`config.mk`:
```
export PLATFORM = sky130hd
export DESIGN_NAME = radix_literal_parser
export DESIGN_NICKNAME = d
export VERILOG_FILES = /design/src/sv/rlp_pkg.sv /design/src/sv/rlp_front.sv /design/src/sv/rlp_queue.sv /design/src/sv/rlp_back.sv /design/src/sv/radix_literal_parser.sv
export VERILOG_INCLUDE_DIRS = /design/src /design/src/sv
export SDC_FILE = /design/constraint.sdc
export NUM_CORES = 1
export LEC_CHECK = 0
export BUFFER_PORTS_ARGS = -buffer_cell sky130_fd_sc_hd__buf_2
export CORE_MARGIN = 3
export CORE_UTILIZATION = 36
export DETAILED_ROUTE_END_ITERATION = 8
export HOLD_SLACK_MARGIN = 0.08
export PLACE_DENSITY = 0.63
export SLEW_MARGIN = 40
export SYNTH_ARGS = -nofsm -noshare
export SYNTH_HDL_FRONTEND = slang
export SYNTH_SLANG_ARGS = --single-unit
export TNS_END_PERCENT = 20
```
`constraint.sdc`:
```
create_clock -name i_clk -period 10.15 [get_ports i_clk]
set_input_delay 1.5225 -clock i_clk [delete_from_list [all_inputs] [get_ports i_clk]]
set_output_delay 1.5225 -clock i_clk [all_outputs]
set_load 0.005 [all_outputs]
```
`src/sv/assert_macros.svh`:
```
// Concurrent assertion helpers shared by the RTL.
`ifndef ASSERT_MACROS_SVH
`define ASSERT_MACROS_SVH

// Same-cycle implication, disabled while reset is asserted.
`define ASSERT_IMPLIES(label, clk, rst_n, ante, cons) \
    label: assert property (@(posedge clk) disable iff (!rst_n) (ante) |-> (cons)) \
        else $error("implication check failed");

// Next-cycle implication, disabled while reset is asserted.
`define ASSERT_NEXT(label, clk, rst_n, ante, cons) \
    label: assert property (@(posedge clk) disable iff (!rst_n) (ante) |=> (cons)) \
        else $error("next-cycle check failed");

`endif

```
`src/sv/rlp_pkg.sv`:
```
`default_nettype none
package rlp_pkg;

    typedef struct packed {
        logic [7:0] ch;
        logic       end_only;
        logic       last;
    } t_in_item;

    typedef struct packed {
        logic signed [63:0] value;
        logic               ok;
    } t_out_item;

    localparam logic [2:0] CLS_DEC     = 3'd0;
    localparam logic [2:0] CLS_LOWER   = 3'd1;
    localparam logic [2:0] CLS_UPPER   = 3'd2;
    localparam logic [2:0] CLS_SPECIAL = 3'd3;
    localparam logic [2:0] CLS_HASH    = 3'd4;
    localparam logic [2:0] CLS_OTHER   = 3'd5;

    typedef struct packed {
        logic [2:0] cls;
        logic       is_x;
        logic [5:0] dv;
        logic       end_only;
        logic       last;
    } t_cls_item;

    localparam logic [6:0] BASE_MIN    = 7'd2;
    localparam logic [6:0] BASE_MAX    = 7'd64;
    localparam logic [6:0] BASE_HEX    = 7'd16;
    localparam logic [6:0] BASE_OCT    = 7'd8;
    localparam logic [6:0] BASE_DEC    = 7'd10;
    localparam logic [6:0] CASE_SPLIT  = 7'd36;
    localparam logic [6:0] PREFIX_SAT  = 7'd65;
    localparam logic [5:0] DIGIT_AT    = 6'd62;
    localparam logic [5:0] DIGIT_UNDER = 6'd63;

    localparam logic       MODE_PREFIX = 1'b0;
    localparam logic       MODE_DIGITS = 1'b1;
    localparam logic [1:0] POS_MAX     = 2'd2;

endpackage
`default_nettype wire

```
`src/sv/rlp_front.sv`:
```
`default_nettype none
module rlp_front (
    input  wire logic               i_clk,
    input  wire logic               i_rst_n,
    input  wire logic               i_in_valid,
    output logic                    o_in_stall,
    input  wire rlp_pkg::t_in_item  i_in_data,
    input  wire logic               i_full,
    output logic                    o_item_valid,
    output rlp_pkg::t_cls_item      o_item
);
    import rlp_pkg::*;

    logic      r_valid;
    t_cls_item r_item;
    t_cls_item n_item;
    logic      accept;

    assign o_in_stall   = r_valid && i_full;
    assign accept       = i_in_valid && !o_in_stall;
    assign o_item_valid = r_valid;
    assign o_item       = r_item;

    always_comb begin
        n_item.end_only = i_in_data.end_only;
        n_item.last     = i_in_data.last;
        n_item.is_x     = (i_in_data.ch == "x") || (i_in_data.ch == "X");
        n_item.cls      = CLS_OTHER;
        n_item.dv       = '0;
        if (i_in_data.ch inside {["0":"9"]}) begin
            n_item.cls = CLS_DEC;
            n_item.dv  = 6'(i_in_data.ch - 8'h30);
        end else if (i_in_data.ch inside {["a":"z"]}) begin
            n_item.cls = CLS_LOWER;
            n_item.dv  = 6'(i_in_data.ch - 8'h61 + 8'd10);
        end else if (i_in_data.ch inside {["A":"Z"]}) begin
            n_item.cls = CLS_UPPER;
            n_item.dv  = 6'(i_in_data.ch - 8'h41);
        end else if (i_in_data.ch == "@") begin
            n_item.cls = CLS_SPECIAL;
            n_item.dv  = DIGIT_AT;
        end else if (i_in_data.ch == "_") begin
            n_item.cls = CLS_SPECIAL;
            n_item.dv  = DIGIT_UNDER;
        end else if (i_in_data.ch == "#") begin
            n_item.cls = CLS_HASH;
        end
    end

    always_ff @(posedge i_clk) begin
        if (!i_rst_n) begin
            r_valid <= 1'b0;
        end else if (accept) begin
            r_valid <= 1'b1;
        end else if (!i_full) begin
            r_valid <= 1'b0;
        end
    end

    always_ff @(posedge i_clk) begin
        if (accept) begin
            r_item <= n_item;
        end
    end

endmodule
`default_nettype wire

```
`src/sv/rlp_queue.sv`:
```
`default_nettype none
`include "assert_macros.svh"
module rlp_queue #(
    parameter int DEPTH = 4
) (
    input  wire logic               i_clk,
    input  wire logic               i_rst_n,
    input  wire logic               i_push,
    input  wire rlp_pkg::t_cls_item i_push_item,
    output logic                    o_full,
    output logic                    o_pop_valid,
    output rlp_pkg::t_cls_item      o_pop_item,
    input  wire logic               i_pop
);
    import rlp_pkg::*;

    localparam int PTR_W = (DEPTH > 1) ? $clog2(DEPTH) : 1;
    localparam int CNT_W = $clog2(DEPTH + 1);

    t_cls_item          r_mem [DEPTH];
    logic [PTR_W-1:0]   r_wr_ptr;
    logic [PTR_W-1:0]   r_rd_ptr;
    logic [CNT_W-1:0]   r_count;
    logic               push;
    logic               pop;

    assign o_full      = (r_count == CNT_W'(DEPTH));
    assign o_pop_valid = (r_count != '0);
    assign o_pop_item  = r_mem[r_rd_ptr];
    assign push        = i_push && !o_full;
    assign pop         = i_pop && o_pop_valid;

    always_ff @(posedge i_clk) begin
        if (!i_rst_n) begin
            r_wr_ptr <= '0;
            r_rd_ptr <= '0;
            r_count  <= '0;
        end else begin
            if (push) begin
                r_wr_ptr <= (r_wr_ptr == PTR_W'(DEPTH - 1)) ? '0 : r_wr_ptr + 1'b1;
            end
            if (pop) begin
                r_rd_ptr <= (r_rd_ptr == PTR_W'(DEPTH - 1)) ? '0 : r_rd_ptr + 1'b1;
            end
            if (push && !pop) begin
                r_count <= r_count + 1'b1;
            end else if (pop && !push) begin
                r_count <= r_count - 1'b1;
            end
        end
    end

    always_ff @(posedge i_clk) begin
        if (push) begin
            r_mem[r_wr_ptr] <= i_push_item;
        end
    end

    `ASSERT_IMPLIES(a_count_bound, i_clk, i_rst_n, 1'b1, r_count <= CNT_W'(DEPTH))

endmodule
`default_nettype wire

```
`src/sv/rlp_back.sv`:
```
`default_nettype none
`include "assert_macros.svh"
module rlp_back (
    input  wire logic               i_clk,
    input  wire logic               i_rst_n,
    input  wire logic               i_q_valid,
    input  wire rlp_pkg::t_cls_item i_q_item,
    output logic                    o_pop,
    output logic                    o_out_valid,
    input  wire logic               i_out_stall,
    output rlp_pkg::t_out_item      o_out_data
);
    import rlp_pkg::*;

    logic [1:0]  r_pos,   n_pos;
    logic        r_fz,    n_fz;
    logic        r_mode,  n_mode;
    logic [6:0]  r_pv,    n_pv;
    logic [6:0]  r_radix, n_radix;
    logic [63:0] r_acc,   n_acc;
    logic        r_obd,   n_obd;
    logic        r_rej,   n_rej;

    logic        r_out_valid;
    t_out_item   r_out_data;
    t_out_item   result;

    logic        out_free;
    logic [6:0]  dig;
    logic        dig_ok;
    logic [5:0]  mac_add;
    logic [63:0] mac;
    logic [9:0]  pv_next;
    logic        good;

    assign out_free    = !r_out_valid || !i_out_stall;
    assign o_pop       = i_q_valid && (!i_q_item.last || out_free);
    assign o_out_valid = r_out_valid;
    assign o_out_data  = r_out_data;

    always_comb begin
        dig    = {1'b0, i_q_item.dv};
        dig_ok = 1'b1;
        case (i_q_item.cls)
            CLS_DEC, CLS_LOWER, CLS_SPECIAL: begin
                dig = {1'b0, i_q_item.dv};
            end
            CLS_UPPER: begin
                dig = {1'b0, i_q_item.dv} + ((r_radix <= CASE_SPLIT) ? BASE_DEC : CASE_SPLIT);
            end
            default: begin
                dig    = '0;
                dig_ok = 1'b0;
            end
        endcase
    end

    assign mac_add = (r_mode == MODE_DIGITS) ? dig[5:0] : i_q_item.dv;
    assign mac     = r_acc * {57'd0, r_radix} + {58'd0, mac_add};
    assign pv_next = {3'd0, r_pv} * 10'd10 + {4'd0, i_q_item.dv};

    always_comb begin
        n_pos   = r_pos;
        n_fz    = r_fz;
        n_mode  = r_mode;
        n_pv    = r_pv;
        n_radix = r_radix;
        n_acc   = r_acc;
        n_obd   = r_obd;
        n_rej   = r_rej;
        if (o_pop && !i_q_item.end_only && !r_rej) begin
            if (r_mode == MODE_DIGITS) begin
                if (!dig_ok || dig >= r_radix) begin
                    n_rej = 1'b1;
                end else begin
                    n_acc = mac;
                end
            end else if (r_pos == 2'd1 && r_fz && i_q_item.is_x) begin
                n_mode  = MODE_DIGITS;
                n_radix = BASE_HEX;
                n_acc   = '0;
                n_pos   = POS_MAX;
            end else if (i_q_item.cls == CLS_DEC) begin
                n_pv = (pv_next > {3'd0, PREFIX_SAT}) ? PREFIX_SAT : pv_next[6:0];
                if (r_pos == 2'd0) begin
                    n_fz    = (i_q_item.dv == '0);
                    n_radix = (i_q_item.dv == '0) ? BASE_OCT : BASE_DEC;
                    n_acc   = {58'd0, i_q_item.dv};
                end else begin
                    if (r_radix == BASE_OCT && i_q_item.dv >= 6'(BASE_OCT)) begin
                        n_obd = 1'b1;
                    end
                    n_acc = mac;
                end
                if (r_pos != POS_MAX) begin
                    n_pos = r_pos + 1'b1;
                end
            end else if (i_q_item.cls == CLS_HASH) begin
                if (r_pv < BASE_MIN || r_pv > BASE_MAX || (r_pv == BASE_DEC && r_fz)) begin
                    n_rej = 1'b1;
                end else begin
                    n_mode  = MODE_DIGITS;
                    n_radix = r_pv;
                    n_acc   = '0;
                    if (r_pos != POS_MAX) begin
                        n_pos = r_pos + 1'b1;
                    end
                end
            end else begin
                n_rej = 1'b1;
            end
        end

        good         = !n_rej && !(n_mode == MODE_PREFIX && n_obd);
        result.value = good ? n_acc : '0;
        result.ok    = good;

        if (o_pop && i_q_item.last) begin
            n_pos   = '0;
            n_fz    = 1'b0;
            n_mode  = MODE_PREFIX;
            n_pv    = '0;
            n_radix = BASE_DEC;
            n_acc   = '0;
            n_obd   = 1'b0;
            n_rej   = 1'b0;
        end
    end

    always_ff @(posedge i_clk) begin
        if (!i_rst_n) begin
            r_pos       <= '0;
            r_fz        <= 1'b0;
            r_mode      <= MODE_PREFIX;
            r_pv        <= '0;
            r_radix     <= BASE_DEC;
            r_acc       <= '0;
            r_obd       <= 1'b0;
            r_rej       <= 1'b0;
            r_out_valid <= 1'b0;
        end else begin
            r_pos   <= n_pos;
            r_fz    <= n_fz;
            r_mode  <= n_mode;
            r_pv    <= n_pv;
            r_radix <= n_radix;
            r_acc   <= n_acc;
            r_obd   <= n_obd;
            r_rej   <= n_rej;
            if (o_pop && i_q_item.last) begin
                r_out_valid <= 1'b1;
            end else if (!i_out_stall) begin
                r_out_valid <= 1'b0;
            end
        end
    end

    always_ff @(posedge i_clk) begin
        if (o_pop && i_q_item.last) begin
            r_out_data <= result;
        end
    end

    `ASSERT_IMPLIES(a_digits_radix, i_clk, i_rst_n, r_mode == MODE_DIGITS,
                    r_radix >= BASE_MIN && r_radix <= BASE_MAX)
    `ASSERT_IMPLIES(a_prefix_radix, i_clk, i_rst_n, r_mode == MODE_PREFIX,
                    r_radix == BASE_OCT || r_radix == BASE_DEC)
    `ASSERT_IMPLIES(a_out_hold, i_clk, i_rst_n, r_out_valid && i_out_stall,
                    !(o_pop && i_q_item.last))
    `ASSERT_NEXT(a_last_clears, i_clk, i_rst_n, o_pop && i_q_item.last,
                 r_pos == 2'd0 && !r_rej && r_acc == '0)

endmodule
`default_nettype wire

```
`src/sv/radix_literal_parser.sv`:
```
// A result is registered when its token's last item is popped from the queue.
// Throughput: one item per cycle while nothing stalls; the base multiply-accumulate
// loop is combinational, and a queue between front and back absorbs output stalls.
// Reset: synchronous, active low; clears handshake, queue and parse state at once,
// no clearing pass.
`default_nettype none
module radix_literal_parser #(
    parameter int QUEUE_DEPTH = 4
) (
    input  wire logic               i_clk,
    input  wire logic               i_rst_n,
    input  wire logic               i_in_valid,
    output logic                    o_in_stall,
    input  wire rlp_pkg::t_in_item  i_in_data,
    output logic                    o_out_valid,
    input  wire logic               i_out_stall,
    output rlp_pkg::t_out_item      o_out_data
);
    import rlp_pkg::*;

    logic      f_valid;
    t_cls_item f_item;
    logic      q_full;
    logic      q_valid;
    t_cls_item q_item;
    logic      q_pop;

    rlp_front u_front (
        .i_clk        (i_clk),
        .i_rst_n      (i_rst_n),
        .i_in_valid   (i_in_valid),
        .o_in_stall   (o_in_stall),
        .i_in_data    (i_in_data),
        .i_full       (q_full),
        .o_item_valid (f_valid),
        .o_item       (f_item)
    );

    rlp_queue #(
        .DEPTH (QUEUE_DEPTH)
    ) u_queue (
        .i_clk       (i_clk),
        .i_rst_n     (i_rst_n),
        .i_push      (f_valid),
        .i_push_item (f_item),
        .o_full      (q_full),
        .o_pop_valid (q_valid),
        .o_pop_item  (q_item),
        .i_pop       (q_pop)
    );

    rlp_back u_back (
        .i_clk       (i_clk),
        .i_rst_n     (i_rst_n),
        .i_q_valid   (q_valid),
        .i_q_item    (q_item),
        .o_pop       (q_pop),
        .o_out_valid (o_out_valid),
        .i_out_stall (i_out_stall),
        .o_out_data  (o_out_data)
    );

endmodule
`default_nettype wire
```
# Yosys cells after proc, flatten, opt, wreduce, memory -nomap -nowiden
# Memories as Yosys holds them, arrays and structs flattened. A register that Yosys moved wholly into a read port is not among the register bits.
# Index checks and enable logic that the tools add are counted.
dict set report word_totals {
  register_bits 170
  mem_bits_rw 48
  input_bits 14
  output_inout_bits 67
  word_cells 190
  memories 1
}
# memory words word_bits read_ports rd_clocked_by_memory_dff write_ports line_no
set memory_table {}
lappend memory_table {u_queue.r_mem 4 12 1 1 1 rlp_queue.sv:20} ;# t_cls_item r_mem [DEPTH];
dict set report classes {
  add_sub_neg 12
  multipliers 2
  n_lt_le_gt_ge 12
  eq_ne 20
  n_mux 65
  bitwise_logic 4
  reduce_logical 52
}
# operator count
set op_table {}
lappend op_table {{64-bit two-way mux} 8}
lappend op_table {{64-bit by 6-bit adder with 64-bit output} 1}
lappend op_table {{64-bit by 7-bit multiplier with 64-bit output} 1}
lappend op_table {{6-bit two-way mux} 7}
lappend op_table {{7-bit two-way mux} 6}
lappend op_table {{8-bit by 7-bit == test with 1-bit output, second input constant} 4}
lappend op_table {{1-bit two-way mux} 28}
lappend op_table {{2-bit two-way mux} 13}
lappend op_table {{1-bit logical AND} 19}
lappend op_table {{8-bit by 7-bit greater-or-equal comparator with 1-bit output, second input constant} 2}
lappend op_table {{8-bit by 7-bit <= comparator with 1-bit output, second input constant} 2}
lappend op_table {{7-bit by 4-bit == test with 1-bit output, second input constant} 2}
lappend op_table {{7-bit one-hot mux with 2 select lines} 1}
lappend op_table {{1-bit logical NOT} 12}
lappend op_table {{6-bit subtractor, second input constant} 2}
lappend op_table {{10-bit by 6-bit adder with 10-bit output} 1}
lappend op_table {{10-bit by 7-bit greater-than comparator with 1-bit output, second input constant} 1}
lappend op_table {{5-bit AND reduction} 2}
lappend op_table {{7-bit by 3-bit multiplier with 9-bit output, second input constant} 1}
lappend op_table {{8-bit by 6-bit == test with 1-bit output, second input constant} 1}
lappend op_table {{8-bit by 6-bit greater-or-equal comparator with 1-bit output, second input constant} 1}
lappend op_table {{8-bit by 6-bit <= comparator with 1-bit output, second input constant} 1}
lappend op_table {{4-bit AND reduction} 2}
lappend op_table {{6-bit by 7-bit adder with 7-bit output} 1}
lappend op_table {{31 further kinds} 48}

# Logic depth before layout (Yosys ltp)
# Gate-level depths: netlist of the first run.
dict set report depth {
  depth_word 13
  depth_mapped 30
  depth_no_buf 29
}

# Hierarchy
# Synthesis of the first run repeated with hierarchy kept, for this count alone.
dict set report hier_totals {
  cells_unflattened 2532
  area_unflattened_um2 24135.6
}
# module instances cells_per_inst area_per_inst_um2 seq_area_each_um2
set modules_own_cells {}
lappend modules_own_cells {rlp_back 1 2313 20853.8 3653.5}
lappend modules_own_cells {rlp_queue 1 113 2235.9 1621.6}
lappend modules_own_cells {rlp_front 1 106 1046.0 380.4}

# Worst setup path before layout of the first run
# Ideal clock, no wire load.
dict set report synth_timing {
  kind {register to register}
  startpoint {register with a tool-made name}
  endpoint {register u_back.r_out_data, in the netlist u_back.o_out_data[63] (data pin)}
  setup_time_ns 0.260
  t_arrival_ns 6.535
  required_ns 9.890
  setup_slack_ns 3.355
  path_stages_with_launch 29
  n_path_buf 2
  synth_period_minus_slack_ns 6.795
  cell_sequence {dfxtp_1 buf_2 buf_6 mux4_2 ha_1 fa_1 a21oi_1 nor2b_1 xnor2_1 nor2_1 a21oi_1 nor2_1 mux2_2 fa_1 inv_1 fa_1 fa_1 inv_1 ha_1 a21oi_1 o21bai_1 a21o_2 a31oi_2 o211a_1 o41ai_4 a41oi_2 mux2_2 a211oi_2 nor3_1}
}
# item line_no
set synth_lines {}
lappend synth_lines {{end signal: assignment} rlp_back.sv:160} ;# r_out_data <= result;
lappend synth_lines {{end: declaration} rlp_back.sv:25} ;# t_out_item r_out_data;

# Worst setup path after layout of the first run
dict set report layout_timing {
  startpoint {register u_back.r_radix[0]}
  endpoint {register u_back.r_out_data, in the netlist u_back.o_out_data[64] (data pin)}
}
dict set report layout_via {
  elab_chain_len 11
  word_cells_on_any_way 30
  cone_classes {add/sub (2); mul (1); order compare (2); eq/ne (1); mux (18); reduce/logical (6)}
}
# item line_no
set layout_lines {}
lappend layout_lines {{start: declaration} rlp_back.sv:19} ;# logic [6:0] r_radix, n_radix;
lappend layout_lines {{start signal: assignment} rlp_back.sv:146} ;# r_radix <= n_radix;
lappend layout_lines {{parallel branches: the longest is 11 deep, another holds 64-bit by 7-bit multiplier with 64-bit output} n/a}
# Several ways; the timed one is not identified.
# A chain may end at the register's enable or synchronous reset.

==> impl_metrics.ini, run 1 <==
[setup_path]
arrival_ns = 7.91
critPathCaptureType = register
critPathMaxFanout = 29
slowest_delay_ns = 0.54
cp_slowest_cell = fa_1
crit_required_ns = 10.44
critPathMostFrequentCell = a21oi_1
critPathLaunchType = register
worstSetupPathType = reg2reg

[global_routing]
grt_overflow = 0
grt_pass1_vias = 19135
track_usage_pct = 18.2
grt_pass1_wl_mm = 103
grt_max_degree = 76
antenna_found_initial = 0

[power]
sw_frac_of_total_pct = 37.3
power_mw = 3.21
p_seq_share_pct = 37.3
power.internal_mw = 2.01
p_comb_share_pct = 32.0
power_density_nw_per_um2 = 125
p_clk_share_pct = 30.7
vdd.ir_drop.worst_mv = 0.204
net-switching-power_mw = 1.20
p_leak_nw = 11.1

[route]
wl_per_cell_um = 18.3
vias = 17944
drt_iter0_drc = 1012
ant_nets = 0
drc = 0
via_per_inst = 5.30
postRouteWirelength_mm = 62.1
firstDrtPassIters = 6

[cts]
worstSkewPairLatency_ns = 0.59
cts_hold_buf = 0
cts_made_buffers = 27
post-cts-setup-buffer-count = 0
cts_tree = done
cts.sinks = 220
htree_levels = 1
cts.repair.resized = 0
clockRootBuffer = clkbuf_16
cts.clk_slew.worst_paths_ns = 0.06
clk_path_buf_depth = 3

[yosys]
seq_area_frac_synth_pct = 23.8
ys.flop_type = edfxtp_1
synth_most_common_cell = inv_1
synth_common_cells = 304 x inv_1, 301 x fa_1, 285 x nand2_1
syn_inst = 2507
synth-seq-cells = 220
ys_top_cells_by_area = fa_1 25%, edfxtp_1 16%, ha_1 9.1%
synthArstFlopShare_pct = 0
synth_warnings = 0
synth_area_um2 = 23700
synth_top_area_cell = fa_1
syn_nets = 2995
synth_top_area_share_pct = 25.4
avgSynthCellArea_um2 = 9.46
synth_cell_type_count = 86
synth_edf_count = 125

[final_layout]
area_growth_pct = 8.32
final_cell_area_um2 = 25700
multi_input_area_um2 = 16400
diodes = 0
drive_above_1_share_pct = 7.74
final_cell_count_no_fill = 3386
fillers = 6327
utilization_pct = 39.6
final_nets = 2998
register_area_um2 = 5660

[run]
maxCapViolCount = 0

[floorplanning]
die_x_um = 263
dieArea_um2 = 69000
io_pins = 81
num_rows = 93
initial_core_util_pct = 36.6
coreArea_um2 = 64800
die_h_um = 263

[timing]
timing.final.crit_share_pct = 75.0
fmaxAchievable_ghz = 0.131
relSlewSlack_pct = 36.6
period_needed_ns = 7.62
slew_violations = 0
worst_pin_slew_ns = 0.939
rsz0062_at_grt = false
fin_setup_tns_ns = 0
timing.final.hold_violations = 0
final-setup-viol-count = 0
skew_ns = 0.0355

[status]
status = finished clean

[min_path]
hold_class = reg2reg

[place]
dp.cells = 3336
dp_hpwl_mm = 45.8
gp_routability_congestion = 0.920
placed_cell_area_um2 = 24800
portBuffers = 80
-- registers in the layout, summed over array words and instances, names as in the netlist, 2 cells and up, named ones only --
name and flops:
u_back.o_out_data 65, u_back.r_acc 64, u_queue.r_mem 48, u_front.o_item 12, u_back.r_pv 7, u_back.r_radix 7, u_queue.r_count 3, u_back.r_pos 2
u_queue.r_rd_ptr 2, u_queue.r_wr_ptr 2
-- through the flow --
stage               setup slack [ns]  hold WS (ns)
finish                          2.53         0.500
floorplan                       3.36         0.450
global route                    2.04         0.513
detailed placement              2.30         0.485
CTS                             2.28         0.498
global placement                2.35         0.469
-- cell type report --
cell class	count	share of cell area, %
Timing Repair Buffer	94	2.00
Sequential cell	220	22.0
Tap cell	855	4.16
Inverter	306	4.47
Clock inverter	15	0.550
Clock buffer	35	2.91
Multi-Input combinational cell	1861	63.9
-- worst paths after layout --
| path | start | endpoint | slack (ns) | depth (start not counted) |
|---|---|---|---|---|
| min | u_front.o_item[6] | u_queue.r_mem[3][6] | 0.50 | 0 |
| max | u_back.r_radix[0] | u_back.o_out_data[64] | 2.53 | 29 |
| min reg2reg | u_front.o_item[6] | u_queue.r_mem[3][6] | 0.50 | 0 |
| max reg2reg | u_back.r_radix[0] | u_back.o_out_data[64] | 2.53 | 29 |
-- layer usage --
metal	GRT usage [%]	share of wire [%]	vias to the layer above
li1	-	-	8240
met1	23.5	42	9029
met2	31.8	50	571
met3	2.46	5.3	104
met4	5.29	3.0	0
met5	0	0	-
-- kinds of logic (layout without fill, tap and decap cells) --
| group | count (synthesis) | in the layout | share of synthesized area, % |
|---|---|---|---|
| AND/OR/NAND/NOR | 874 | 874 | 18.1 |
| adder cells (fa/ha/maj) | 475 | 475 | 34.6 |
| buffers and inverters | 426 | 450 | 7.06 |
| multiplexers | 33 | 33 | 2.02 |
| AO/OA/AOI/OAI | 395 | 395 | 11.3 |
| XOR/XNOR | 84 | 84 | 3.10 |
| flip-flops | 220 | 220 | 23.8 |
-- cell usage in the layout, fill, tap and decap left out, drive strengths merged, types with 5 or more instances in the layout --
master	count
a211oi	9
a21boi	6
a21o	46
a21oi	110
a221oi	5
a222oi	6
a22o	8
a22oi	46
a31oi	14
and2	267
and3	15
buf	94
clkbuf	35
clkinv	9
dfxtp	95
edfxtp	125
fa	301
ha	173
inv	309
mux2	9
mux2i	13
mux4	11
nand2	285
nand2b	16
nand3	24
nand4	14
nor2	181
nor2b	23
nor3	19
nor4	7
o211ai	6
o21a	6
o21ai	63
o21bai	13
o22ai	8
o31ai	12
or2	5
or3	8
xnor2	51
xor2	33
-- power by group through the flow --
stage	clock network (mW)	registers (mW)	logic [mW]
final	0.985	1.20	1.03
after global routing	1.04	1.22	1.14
after CTS	1.01	1.21	1.04
after detailed placement	0	1.22	1.03
after global placement	0	1.23	1.00
after floorplan	0	1.19	0.698
-- critical path: cells and delay by family (launching register included) --
| family | cells | cell delay (ns) |
|---|---|---|
| AO/OA/AOI/OAI | 12 | 2.77 |
| adder cells (fa/ha/maj) | 5 | 2.30 |
| AND/OR/NAND/NOR | 7 | 1.11 |
| flip-flops | 1 | 0.50 |
| multiplexers | 1 | 0.29 |
| buffers and inverters | 3 | 0.25 |
| XOR/XNOR | 1 | 0.12 |
Power figures use the tool's default switching activity.
==> inputs of run 2 (changes only) <==
==> constraint.sdc (replaced) <==
create_clock -name i_clk -period 7.93 [get_ports i_clk]
set_input_delay 1.1895 -clock i_clk [delete_from_list [all_inputs] [get_ports i_clk]]
set_output_delay 1.1895 -clock i_clk [all_outputs]
set_load 0.005 [all_outputs]
==> impl_metrics.ini, run 2 (synthesis gave the netlist of run 1 again) <==
[global_routing]
grt_pass1_vias = 19437
track_usage_pct = 18.1
grt_max_degree = 67
grt_overflow = 0
grt_pass1_wl_mm = 103
antenna_found_initial = 0

[timing]
rsz0062_at_grt = false
final-setup-viol-count = 0
fin_setup_tns_ns = 0
layout_setup_ws_ns = 0.528
skew_ns = 0.0201
slew_violations = 0
worst_pin_slew_ns = 0.857
relSlewSlack_pct = 42.8
timing.final.hold_violations = 0
timing.final.crit_share_pct = 93.3
period_needed_ns = 7.40
fmaxAchievable_ghz = 0.135

[cts]
htree_levels = 1
clk_path_buf_depth = 3
worstSkewPairLatency_ns = 0.58
clockRootBuffer = clkbuf_16
post-cts-setup-buffer-count = 0
cts.sinks = 220
cts_made_buffers = 28
cts.clk_slew.worst_paths_ns = 0.06
cts_tree = done
cts.repair.resized = 0
cts_hold_buf = 0

[power]
p_seq_share_pct = 36.5
vdd.ir_drop.worst_mv = 0.194
sw_frac_of_total_pct = 37.9
power_density_nw_per_um2 = 160
p_clk_share_pct = 30.0
p_leak_nw = 11.1
power_mw = 4.13
net-switching-power_mw = 1.56
p_comb_share_pct = 33.5
power.internal_mw = 2.57

[route]
ant_nets = 0
drc = 0
drt_iter0_drc = 1185
vias = 17975
postRouteWirelength_mm = 61.9
firstDrtPassIters = 6
wl_per_cell_um = 18.2
via_per_inst = 5.29

[place]
portBuffers = 80
dp_hpwl_mm = 45.9
dp.cells = 3343
placed_cell_area_um2 = 24900
gp_routability_congestion = 0.877
preCtsSetupSlack_ns = 0.575

[setup_path]
worstSetupPathType = reg2reg
path_delay_family = compound AO/OA/AOI/OAI gates
cp_slowest_cell = fa_1
slowest_delay_ns = 0.54
worstPathBufferInverterCount = 4
worstSetupStartpoint = u_back.r_radix[0]
critPathLaunchType = register
critPathMostFrequentCell = a21oi_1
critPathMaxFanout = 4
arrival_ns = 7.72
crit_required_ns = 8.24
critPathCaptureType = register
r2r-start = u_back.r_radix[0]

[floorplanning]
io_pins = 81
die_x_um = 263
coreArea_um2 = 64800
dieArea_um2 = 69000
initial_core_util_pct = 36.6
num_rows = 93
die_h_um = 263

[final_layout]
largest_reg_flops = 65
diodes = 0
final_nets = 3006
final_cell_area_um2 = 25700
final_cell_mix = 303 x inv_1, 301 x fa_1, 284 x nand2_1, 267 x and2_1, 178 x nor2_1
final_cell_count_no_fill = 3395
drive_above_1_share_pct = 7.87
layout_commonest_cell = inv_1
area_growth_pct = 8.53

[status]
status = finished clean

[min_path]
hold_class = reg2reg
hp-start = u_front.o_item[1]

[run]
maxCapViolCount = 0
[run 2: area by class of cell]
cell class	instances	area [um2]
clock inverters	16	116
fillers	6312	39100
repair buffers	101	569
well taps	855	1070
inverters	306	1150
multi-input cells	1861	16400
flip-flops and latches	220	5660
clock buffers	36	772
[run 2: worst reg2reg max path: cells and delay by family, from the launching register on]
kind                       cells  cell delay (ns)
muxes                          1             0.29
and+or+nand+nor                7             1.02
buffers and inverters          4             0.44
AOI/OAI and AO/OA             12             2.64
DFF                            1             0.32
adders and majority gates      5             2.30
xor gates and xnor gates       1             0.13
[run 2: worst paths after layout]
kind	slack, ns	end	cells after the start
worst max register to register	0.53	u_back.o_out_data[64]	30
worst min register to register	0.50	u_queue.r_mem[2][1]	0
worst min-delay path	0.50	u_queue.r_mem[2][1]	0
worst max-delay path	0.53	u_back.o_out_data[64]	30
[run 2: stage by stage]
step / util, % / hold WS [ns]
3_3_place_gp: 38.3 / 0.472
3_5_place_dp: 38.3 / 0.480
4_1_cts: 39.7 / 0.495
2_1_floorplan: - / 0.450
6_report: 39.7 / 0.495
5_1_grt: 39.7 / 0.525
[run 2: per-layer routing]
metal,wire (um),part of all wire [%],up-vias,GRT usage [%]
met1,26200,42,9079,23.5
met3,3380,5.5,108,2.32
met4,1530,2.5,0,4.50
li1,-,-,8263,-
met2,30800,50,525,32.0
met5,0,0,-,0
[run 2: power groups by stage]
stage | Sequential [mW] | Clock [mW] | Combinational [mW]
2_1_floorplan | 1.52 | 0 | 0.893
3_3_place_gp | 1.54 | 0 | 1.33
3_5_place_dp | 1.54 | 0 | 1.39
4_1_cts | 1.52 | 1.27 | 1.39
5_1_grt | 1.53 | 1.32 | 1.52
6_report | 1.51 | 1.24 | 1.38
==> inputs of run 3 (changes only) <==
--- a/config.mk
+++ b/config.mk
@@ -6,12 +6,12 @@
 export SDC_FILE = /design/constraint.sdc
 export NUM_CORES = 1
 export LEC_CHECK = 0
-export BUFFER_PORTS_ARGS = -buffer_cell sky130_fd_sc_hd__buf_2
 export CORE_MARGIN = 3
 export CORE_UTILIZATION = 36
 export DETAILED_ROUTE_END_ITERATION = 8
+export DONT_BUFFER_PORTS = 1
 export HOLD_SLACK_MARGIN = 0.08
-export PLACE_DENSITY = 0.63
+export PLACE_DENSITY = 0.62
 export SLEW_MARGIN = 40
 export SYNTH_ARGS = -nofsm -noshare
 export SYNTH_HDL_FRONTEND = slang
==> impl_metrics.ini, run 3 (synthesis gave the netlist of run 1 again) <==
[status]
status = finished clean

[timing]
hold_slack_ns = 0.496
fmaxAchievable_ghz = 0.136
worst_pin_slew_ns = 0.880
slew_violations = 0
timing.final.hold_violations = 0
layout_setup_ws_ns = 0.553
fin_setup_tns_ns = 0
relSlewSlack_pct = 41.3
period_needed_ns = 7.38
timing.final.crit_share_pct = 93.0
rsz0062_at_grt = false
final-setup-viol-count = 0
skew_ns = 0.0249

[setup_path]
worstSetupStartpoint = u_back.r_radix[0]
crit_required_ns = 8.23
r2r-start = u_back.r_radix[0]
critPathCaptureType = register
slowest_delay_ns = 0.54
critPathLaunchType = register
worstPathBufferInverterCount = 3
path_delay_family = compound AO/OA/AOI/OAI gates
worstSetupPathType = reg2reg
arrival_ns = 7.68
critPathMaxFanout = 5
cp_slowest_cell = fa_1
ff2ff_setup_slack_ns = 0.55

[cts]
clk_path_buf_depth = 3
cts.repair.resized = 0
cts.sinks = 220
cts_made_buffers = 27
cts_tree = done
post-cts-setup-buffer-count = 0
cts_hold_buf = 0
worstSkewPairLatency_ns = 0.59
cts.clk_slew.worst_paths_ns = 0.06
clockRootBuffer = clkbuf_16
htree_levels = 1

[min_path]
hold_class = reg2reg
hp-start = u_back.r_fz

[place]
dp_hpwl_mm = 46.0
gp_routability_congestion = 0.880
portBuffers = 0
preCtsSetupSlack_ns = 0.482

[power]
power_density_nw_per_um2 = 167
vdd.ir_drop.worst_mv = 0.164
p_leak_nw = 10.8

[final_layout]
fillers = 6327
layout_commonest_cell = inv_1
largest_reg_flops = 65
area_growth_pct = 7.48
final_nets = 2924
diodes = 0
drive_above_1_share_pct = 5.09
final_cell_mix = 303 x inv_1, 301 x fa_1, 284 x nand2_1, 267 x and2_1, 178 x nor2_1

[floorplanning]
initial_core_util_pct = 36.6
die_x_um = 263
coreArea_um2 = 64800
die_h_um = 263
dieArea_um2 = 69000
io_pins = 81
num_rows = 93

[route]
ant_nets = 0
firstDrtPassIters = 7
via_per_inst = 5.32
drc = 0
wl_per_cell_um = 18.8
postRouteWirelength_mm = 62.3
drt_iter0_drc = 1251
vias = 17631

[global_routing]
grt_pass1_vias = 18804
antenna_found_initial = 0
use_met3_pct = 2.27
grt_max_degree = 76
grt-busiest-layer = met2
grt_overflow = 0
use_met2_pct = 31.4
grt_pass1_wl_mm = 103
gr-usage-met1_pct = 24.0
track_usage_pct = 18.1

[run]
maxCapViolCount = 0
## run 3: changes by cell type in the layout (fill, tap and decap cells not counted), sizes merged
cell	delta
buf	-81
inv	+3
clkinvlp	-3
bufinv	+8
clkinv	-1
clkbuf	-9
## run 3: worst register-to-register path, delay by kind of cell (launching register included)
family                   cells  cell delay [ns]
AND/OR/NAND/NOR              5             0.57
flip-flops                   1             0.32
AO/OA/AOI/OAI               12             2.83
multiplexers                 2             0.68
adder cells (fa/ha/maj)      5             2.31
XOR/XNOR                     1             0.13
buffers and inverters        3             0.26
## run 3: worst paths after layout
kind                                 to  cells after the start
setup / recovery  u_back.o_out_data[63]                     28
hold reg to reg             u_back.r_fz                      2
hold / removal              u_back.r_fz                      2
setup reg to reg  u_back.o_out_data[63]                     28
## run 3: report_power, final
group / total, mW / leakage [nW] / switching, mW / internal [mW]
sequential: 1.55 / 1.97 / 0.129 / 1.43
combinational: 1.24 / 8.37 / 0.863 / 0.375
clock: 1.46 / 0.508 / 0.563 / 0.900
## run 3: routing by layer
metal  share of wire, %  vias to the layer above
met3                5.8                      109
li1                   -                     8088
met2                 49                      577
met5                  0                        -
met1                 42                     8857
met4                2.7                        0
## run 3: metrics by stage
stage                     std cells  cell area [um2]  util [%]  power (mW)
after floorplan                2507            23700         -        2.41
after CTS                      3312            25500      39.3        4.31
after detailed placement       3262            24400      37.7        2.82
final                          3312            25500      39.3        4.26
after global routing           3312            25500      39.3        4.49
after global placement         3261            24400      37.7        2.78
## run 3: final cells by class
cell class	count	area (um2)	share of cell area (%)
Multi-Input combinational cell	1861	16400	64.4
Sequential cell	220	5660	22.2
Inverter	306	1150	4.51
Tap cell	855	1070	4.20
Clock buffer	27	676	2.65
Clock inverter	23	370	1.45
Timing Repair Buffer	20	161	0.633
